**src/sv/hcb_pkg.sv**
```systemverilog
// shared types and constants of the huffman code builder
package hcb_pkg;

  localparam int MAX_SYMBOLS = 64;
  localparam int NODE_DEPTH  = 2 * MAX_SYMBOLS - 1;
  localparam int SYM_W       = $clog2(MAX_SYMBOLS);
  localparam int NODE_W      = $clog2(NODE_DEPTH);
  localparam int CNT_W       = $clog2(MAX_SYMBOLS + 1);
  localparam int FREQ_W      = 24;
  localparam int WEIGHT_W    = 30;
  localparam int CODE_W      = 63;
  localparam int LEN_W       = 6;
  localparam int INDEX_W     = 6;

  // heap entry: weight kept next to the node number
  typedef struct packed {
    logic [WEIGHT_W-1:0] weight;
    logic [NODE_W-1:0]   id;
  } heap_entry_t;

  // request from the controller to the heap unit
  typedef struct packed {
    logic        push;
    logic        pop;
    heap_entry_t entry;
  } heap_cmd_t;

  // status of the heap unit
  typedef struct packed {
    logic             busy;
    logic [CNT_W-1:0] count;
    heap_entry_t      top;
  } heap_stat_t;

  // preorder walk stack entry
  typedef struct packed {
    logic [NODE_W-1:0] id;
    logic [CODE_W-1:0] bits;
    logic [LEN_W-1:0]  len;
  } walk_entry_t;

endpackage

```
**src/sv/hcb_heap.sv**
```systemverilog
// binary min-heap unit: slot memory with sift-up and sift-down sequencer
module hcb_heap import hcb_pkg::*; (
  input  logic       clk,
  input  logic       rst,
  input  heap_cmd_t  cmd,
  output heap_stat_t stat
);

  typedef enum logic [2:0] {
    H_IDLE, H_UP_RD, H_UP_CMP, H_POP_TOP, H_POP_LAST, H_DN_RD, H_DN_CMP
  } hstate_t;

  hstate_t          state;
  logic [CNT_W-1:0] cnt;
  logic [SYM_W-1:0] pos;
  heap_entry_t      cur;
  heap_entry_t      top;

  heap_entry_t      slots [MAX_SYMBOLS];
  heap_entry_t      rdata0, rdata1, wdata;
  logic [SYM_W-1:0] raddr0, raddr1;
  logic             we;

  logic [SYM_W:0]   l_idx;
  logic [SYM_W+1:0] r_idx;
  logic [SYM_W-1:0] parent;
  logic [CNT_W-1:0] cnt_m1;
  logic             up_stop, take_l, take_r;
  logic [WEIGHT_W-1:0] min_w;

  // child and parent positions of the hole
  assign l_idx  = {pos, 1'b1};
  assign r_idx  = {1'b0, pos, 1'b0} + (SYM_W+2)'(2);
  assign parent = (pos - SYM_W'(1)) >> 1;
  assign cnt_m1 = cnt - CNT_W'(1);

  // compares: shift-up stops on less-or-equal, shift-down takes strictly smaller
  assign up_stop = rdata0.weight <= cur.weight;
  assign take_l  = (l_idx < cnt) && (rdata0.weight < cur.weight);
  assign min_w   = take_l ? rdata0.weight : cur.weight;
  assign take_r  = (r_idx < {1'b0, cnt}) && (rdata1.weight < min_w);

  // memory addresses and write data
  always_comb begin
    raddr0 = '0;
    raddr1 = '0;
    we     = 1'b0;
    wdata  = cur;
    unique case (state)
      H_IDLE: raddr0 = '0;
      H_UP_RD: begin
        raddr0 = parent;
        we     = (pos == '0);
      end
      H_UP_CMP: begin
        we    = 1'b1;
        wdata = up_stop ? cur : rdata0;
      end
      H_POP_TOP: raddr0 = cnt_m1[SYM_W-1:0];
      H_POP_LAST: raddr0 = '0;
      H_DN_RD: begin
        raddr0 = l_idx[SYM_W-1:0];
        raddr1 = r_idx[SYM_W-1:0];
      end
      H_DN_CMP: begin
        we    = 1'b1;
        wdata = take_r ? rdata1 : (take_l ? rdata0 : cur);
      end
      default: we = 1'b0;
    endcase
  end

  // slot memory
  always_ff @(posedge clk) begin
    if (we) slots[pos] <= wdata;
    rdata0 <= slots[raddr0];
    rdata1 <= slots[raddr1];
  end

  // sequencer
  always_ff @(posedge clk) begin
    if (rst) begin
      state <= H_IDLE;
      cnt   <= '0;
    end else begin
      unique case (state)
        H_IDLE: begin
          if (cmd.push && (cnt < CNT_W'(MAX_SYMBOLS))) begin
            cur   <= cmd.entry;
            pos   <= cnt[SYM_W-1:0];
            cnt   <= cnt + CNT_W'(1);
            state <= H_UP_RD;
          end else if (cmd.pop) begin
            state <= H_POP_TOP;
          end
        end
        H_UP_RD: state <= (pos == '0) ? H_IDLE : H_UP_CMP;
        H_UP_CMP: begin
          if (up_stop) begin
            state <= H_IDLE;
          end else begin
            pos   <= parent;
            state <= H_UP_RD;
          end
        end
        H_POP_TOP: begin
          top   <= rdata0;
          cnt   <= cnt_m1;
          state <= H_POP_LAST;
        end
        H_POP_LAST: begin
          cur   <= rdata0;
          pos   <= '0;
          state <= (cnt == '0) ? H_IDLE : H_DN_RD;
        end
        H_DN_RD: state <= H_DN_CMP;
        H_DN_CMP: begin
          priority if (take_r) begin
            pos   <= r_idx[SYM_W-1:0];
            state <= H_DN_RD;
          end else if (take_l) begin
            pos   <= l_idx[SYM_W-1:0];
            state <= H_DN_RD;
          end else begin
            state <= H_IDLE;
          end
        end
        default: state <= H_IDLE;
      endcase
    end
  end

  assign stat.busy  = (state != H_IDLE);
  assign stat.count = cnt;
  assign stat.top   = top;

endmodule

```
**config.mk**
```make
export PLATFORM = sky130hd
export DESIGN_NAME = hcb_heap
export DESIGN_NICKNAME = d
export VERILOG_FILES = /design/src/sv/hcb_pkg.sv /design/src/sv/hcb_heap.sv
export SDC_FILE = /design/constraint.sdc
export NUM_CORES = 2
export LEC_CHECK = 0
export BUFFER_PORTS_ARGS = -buffer_cell sky130_fd_sc_hd__buf_2
export CAP_MARGIN = 20
export CORE_MARGIN = 2
export CORE_UTILIZATION = 30
export DETAILED_ROUTE_END_ITERATION = 8
export PLACE_DENSITY = 0.4
export REMOVE_ABC_BUFFERS = 1
export SKIP_CTS_REPAIR_TIMING = 1
export SLEW_MARGIN = 40
export SYNTH_ARGS = -nofsm -noshare
export SYNTH_HDL_FRONTEND = slang
export SYNTH_SLANG_ARGS = --single-unit
```
**constraint.sdc**
```tcl
create_clock -name clk -period 15.39 [get_ports clk]
set_input_delay 3.078 -clock clk [delete_from_list [all_inputs] [get_ports clk]]
set_output_delay 3.078 -clock clk [all_outputs]
set_load 0.1 [all_outputs]
```
After elaboration in Yosys (flattened, before gate mapping)
Memories as Yosys holds them, arrays and structs flattened. A register that Yosys moved wholly into a read port is not among the register bits.
Cells that the tools add are included.
- RAM bits: 2368
- memories kept: 1
- input bits: 41
- flip-flop bits (word level): 90
- logic and storage cells: 71
- output and inout port bits: 45
- $add $sub $neg: 4
- muxes and demuxes: 27
- bitwise operators: 1
- reduce and logical (&&, ||, !) cells: 15
- eq/ne operators: 10
- magnitude comparators: 6
- memories (name ; depth ; bits a word ; rd ports ; clocked after memory_dff ; write ports ; RTL line ; RTL):
    slots ; 64 ; 37 ; 2 ; 2 ; 1 ; hcb_heap.sv:19 ; heap_entry_t slots [MAX_SYMBOLS];
- operator list (kind ; count):
    37-bit two-way mux ; 4
    37-bit one-hot mux with 2 select lines ; 2
    30-bit < comparator ; 2
    30-bit less-or-equal comparator ; 1
    30-bit two-way mux ; 1
    6-bit two-way mux ; 5
    6-bit one-hot mux with 4 select lines ; 1
    3-bit one-hot mux with 7 select lines ; 1
    6-bit one-hot mux with 3 select lines ; 1
    3-bit two-way mux ; 5
    7-bit one-hot mux with 2 select lines ; 1
    3-bit == test, second input constant ; 3
    7-bit by 2-bit adder with 8-bit output, second input constant ; 1
    8-bit by 7-bit < comparator with 1-bit output ; 1
    7-bit by 1-bit adder with 7-bit output, second input constant ; 1
    7-bit zero test ; 1
    7-bit < comparator ; 1
    7-bit < comparator, second input constant ; 1
    7-bit two-way mux ; 1
    7-bit by 1-bit subtractor with 7-bit output, second input constant ; 1
    3-bit by 2-bit == test with 1-bit output, second input constant ; 2
    6-bit zero test ; 1
    3-bit inequality test, second input constant ; 2
    6-bit by 1-bit subtractor with 6-bit output, second input constant ; 1
    other kinds (15) ; 22

Longest topological paths before layout
- word-level depth: 7
- depth in mapped cells: 21
- depth with buffers taken out: 17

Worst setup path before layout
OpenSTA, ideal clock, no wires.
- path type: register -> register
- start: register cnt[4]
- end: memory slots[0][10] in the netlist's numbering (data pin)
- arrival time: 10.360 ns
- setup slack: 3.746 ns
- cell stages (with the launch flop): 18
- setup time: 1.284 ns
- period minus slack after synthesis: 11.644 ns
- data required time: 14.106 ns
- path through: dfxtp_1 inv_1 ha_1 a21o_1 a21oi_1 o221ai_1 or3_4 nor2_8 buf_6 mux2i_1 ha_1 and4_1 a221oi_1 nand3_1 a311oi_1 a211oi_2 buf_6 a2111oi_0
- RTL lines (what ; RTL line ; RTL):
    from (decl) ; hcb_heap.sv:14 ; logic [CNT_W-1:0] cnt;
    from (signal assigned) ; hcb_heap.sv:91 ; cnt <= cnt + CNT_W'(1);
    from (signal assigned) ; hcb_heap.sv:108 ; cnt <= cnt_m1;
    to (decl) ; hcb_heap.sv:19 ;

==> flow_metrics.env <==
export IMPL_outcome="finished clean"
export IMPL_finalHoldWorstSlack_ns=0.513
export IMPL_timing_max_cap_violations=0
export IMPL_h_tree_depth=5
export IMPL_required_ns=15.97
export IMPL_final_cell_mix="edfxtp_1 (2448), nand2_1 (1148), a31oi_1 (416), or3_1 (359), mux2i_1 (339)"
export IMPL_worstSetupStartpoint="pos[3]$_DFFE_PP_"
export IMPL_layout_nets=8148
export IMPL_area_growth_pct=16.4
export IMPL_nFillCells=35500
export IMPL_pin_count=86
export IMPL_min_path_type="reg -> reg"
export IMPL_grt_overflow=0
export IMPL_first_global_vias=76600
export IMPL_seqPwrFrac_pct=39.0
export IMPL_worstReg2RegStart="pos[3]$_DFFE_PP_"
export IMPL_total_power_uw=22700
export IMPL_cts_buffer_depth=4
export IMPL_drive_gt1_share_pct=14.3
export IMPL_yosys_warnings=0
export IMPL_worstSetupEndpoint="slots[45][7]$_DFFE_PP_"
export IMPL_global_route_wire_length_before_repair_mm=693
export IMPL_leakage_uw=0.0394
export IMPL_floorplan_initialDensity_pct=30.1
export IMPL_reg2reg_setup_slack_ns=7.74
export IMPL_pwr_density_cell_nw_per_um2=176
export IMPL_post_drt_wl_per_cell_um=39.1
export IMPL_synth_flop_cell="edfxtp_1"
export IMPL_max_slew_margin_pct=36.8
export IMPL_switching_share_pct=37.1
export IMPL_syn_instance_count=8047
export IMPL_reg2regPathDepth=19
export IMPL_final_common_cell="edfxtp_1"
export IMPL_min_period_ns=7.65
export IMPL_dpl_hpwl_mm=285
export IMPL_cts_root_buf="clkbuf_16"
export IMPL_maxClockFrequency_mhz=131
export IMPL_grt_antenna_before_repair=49
export IMPL_synth_lib_cells_used_distinct=74
export IMPL_finalCritPeriodShare_pct=49.7
export IMPL_number_of_enable_flip_flop_cells_after_synthesis=2448
export IMPL_viasPerCell=6.00
export IMPL_tritoncts="yes"
export IMPL_drt_pre_antenna_iters=6
export IMPL_placed_cells_incl_taps=12700
export IMPL_report_final_slew_viol_count=0
export IMPL_die_h_um=612
export IMPL_cp_num_cells=19
export IMPL_worst_setup_path_start_kind="flip-flop"
export IMPL_seq_area_um2=75200
export IMPL_r2r_end="slots[45][7]$_DFFE_PP_"
export IMPL_cellInternalPower_uw=14300
export IMPL_final_hold_viol_count=0
export IMPL_layoutNonFillerInstCount=13200
export IMPL_synth_seq_cells=2532
export IMPL_p_comb_share_pct=29.5
export IMPL_area_of_combinational_cells_with_multiple_inputs_um2=33700
export IMPL_critPathMaxFanout=64
export IMPL_synth_cell_area_um2=111000
export IMPL_worst_setup_hold_path_clk_slew_ns=0.07
export IMPL_syn_avg_cell_area_um2=13.8
export IMPL_vias=79500
export IMPL_cp_buffers_inverters=3
export IMPL_max_stage_delay_ns=0.73
export IMPL_power_net_switching_uw=8430
export IMPL_drtIter0Drc=10200
export IMPL_cp_arrival_ns=8.22
export IMPL_path_cells="ha_1 -> a21o_1 -> a21oi_1 -> o221ai_1 -> or3_4 -> nor2_8 -> buf_4 -> mux2i_1 -> ha_1 -> nand4_1 -> nor3_1 -> o2111ai_1 -> nand4_1 -> a311oi_1 -> a211oi_4 -> buf_6 -> and3_1 -> nor4_2 -> buf_4"
export IMPL_setup_violations=0
export IMPL_ir_drop_uv=138
export IMPL_cpLargestDelayFamily="simple AND/OR/NAND/NOR gates"
export IMPL_buffer_ports_inserted=85
export IMPL_timing_worst_slew_pin_value_ns=0.948
export IMPL_clock_power_share_pct=31.6
export IMPL_core_region_area_um2=369000
export IMPL_cts_sink_count=2532
export IMPL_clock_skew_final_ns=0.0685
export IMPL_cts_buffers=298
export IMPL_async_flop_share_pct=0
export IMPL_worstSetupPathType="reg -> reg"
export IMPL_ant_nets=0
export IMPL_worstSkewPairLatency_ns=0.96
export IMPL_dieArea_um2=375000
export IMPL_place_congestion=0.892
export IMPL_wl_mm=518
export IMPL_globalRouteTotalUtil_pct=27.0
export IMPL_finalSetupTns_ns=0
export IMPL_grt_start_max_net_pins=145
export IMPL_grt_setup_unrepaired="no"
export IMPL_drt_drc_violations_left=0
export IMPL_synth_yosys_seq_area_share_pct=67.8
export IMPL_placement_rows=223
export IMPL_critPathSlowestCell="buf_6"
export IMPL_endpoint_kind="flip-flop"
export IMPL_die_boundary_width_um=612
[worst reg2reg max path, cell delays in order, from the launching register on]
cell,delay (ns)
edfxtp_1,0.71
ha_1,0.37
a21o_1,0.19
a21oi_1,0.13
o221ai_1,0.24
or3_4,0.51
nor2_8,0.33
buf_4,0.64
mux2i_1,0.63
ha_1,0.24
nand4_1,0.20
nor3_1,0.45
o2111ai_1,0.21
nand4_1,0.16
a311oi_1,0.11
a211oi_4,0.68
buf_6,0.73
and3_1,0.32
nor4_2,0.05
buf_4,0.34
[worst min path at each step]
| stage | start | endpoint | slack, ns | cells after the start |
|---|---|---|---|---|
| after global routing | rdata0[23]$_DFF_P_ | stat[23]$_DFFE_PP_ | 0.51 | 0 |
| after floorplan | rdata0[0]$_DFF_P_ | stat[0]$_DFFE_PP_ | 0.45 | 0 |
| after detailed placement | rdata0[26]$_DFF_P_ | stat[26]$_DFFE_PP_ | 0.51 | 0 |
| final | rdata0[23]$_DFF_P_ | stat[23]$_DFFE_PP_ | 0.51 | 0 |
| after CTS | rdata0[23]$_DFF_P_ | stat[23]$_DFFE_PP_ | 0.50 | 0 |
| after global placement | rdata0[21]$_DFF_P_ | stat[21]$_DFFE_PP_ | 0.49 | 0 |
[cell usage after synthesis, types with 4 or more instances]
master / n / area, µm²
a2111oi_2: 18 / 270
a211oi_1: 125 / 938
a21o_1: 48 / 360
a21oi_1: 144 / 721
a221o_1: 4 / 40.0
a221oi_1: 149 / 1310
a31oi_1: 416 / 2600
a32o_1: 74 / 741
and2_1: 6 / 37.5
buf_1: 41 / 154
buf_2: 71 / 355
buf_4: 28 / 210
buf_6: 4 / 45.0
clkbuf_1: 584 / 2190
dfxtp_1: 84 / 1680
edfxtp_1: 2448 / 73500
ha_1: 75 / 938
inv_1: 47 / 176
mux2_2: 37 / 417
mux2i_1: 339 / 3390
mux4_2: 148 / 3330
nand2_1: 1161 / 4360
nand2b_1: 4 / 25.0
nand3_1: 241 / 1210
nand4_1: 49 / 307
nor2_1: 163 / 612
nor2b_1: 7 / 43.8
nor3_1: 252 / 1260
nor4_1: 5 / 31.3
o211a_1: 7 / 70.1
o21a_1: 4 / 30.0
o21ai_0: 168 / 841
o221ai_1: 155 / 1360
o22ai_1: 4 / 25.0
o311a_1: 36 / 360
o311ai_0: 296 / 2590
o31ai_1: 74 / 556
o41ai_1: 97 / 850
or3_1: 361 / 2260
xnor2_1: 11 / 96.3
xor2_1: 6 / 52.6
[kinds of logic (layout without fill, tap and decap cells)]
| kind of cell | count (synthesis) | after routing | share of synthesized area, % |
|---|---|---|---|
| other cells | 0 | 23 | 0 |
| buf+inv | 775 | 1002 | 2.82 |
| mux | 524 | 524 | 6.44 |
| flops | 2532 | 2532 | 67.8 |
| simple gates | 2272 | 2272 | 9.32 |
| compound gates | 1852 | 1852 | 12.6 |
| xor+xnor | 17 | 17 | 0.134 |
| fa+ha+maj | 75 | 75 | 0.846 |
[routing by layer]
| metal | vias up | wire length (µm) | global-route usage [%] |
|---|---|---|---|
| met5 | - | 49 | 0 |
| met1 | 42300 | 219000 | 36.7 |
| met4 | 8 | 27100 | 12.7 |
| met2 | 3907 | 235000 | 42.3 |
| met3 | 912 | 37600 | 4.12 |
| li1 | 32400 | - | - |
[cell type report]
class,instances,share of cell area (%)
flip-flops and latches,2532,58.3
multi-input cells,4740,26.1
clock buffers,411,6.42
well taps,4950,4.80
repair buffers,413,3.17
clock inverters,131,1.07
inverters,47,0.142
diodes,23,0.0446
[power groups by stage]
stage / registers, µW / clock network [µW] / logic [µW]
detailed placement: 9000 / 0 / 6630
global route: 8870 / 7530 / 7070
finish: 8860 / 7170 / 6700
CTS: 8850 / 7280 / 6650
floorplan: 9110 / 0 / 4380
global placement: 8990 / 0 / 6600
[through the flow]
stage / util [%] / area, µm² / worst slack [ns]
after floorplan: - / 108000 / -23.63
after global placement: 32.0 / 118000 / 7.70
after detailed placement: 32.3 / 119000 / 7.94
after CTS: 35.0 / 129000 / 7.89
after global routing: 35.0 / 129000 / 7.59
final: 35.0 / 129000 / 7.74
[registers in the layout, indices dropped and copies added (netlist names)]
register  cells
rdata1       37
stat         37
state         3
cur          37
rdata0       37
slots      2368
cnt           7
pos           6
(Power assumes the default switching activity.)
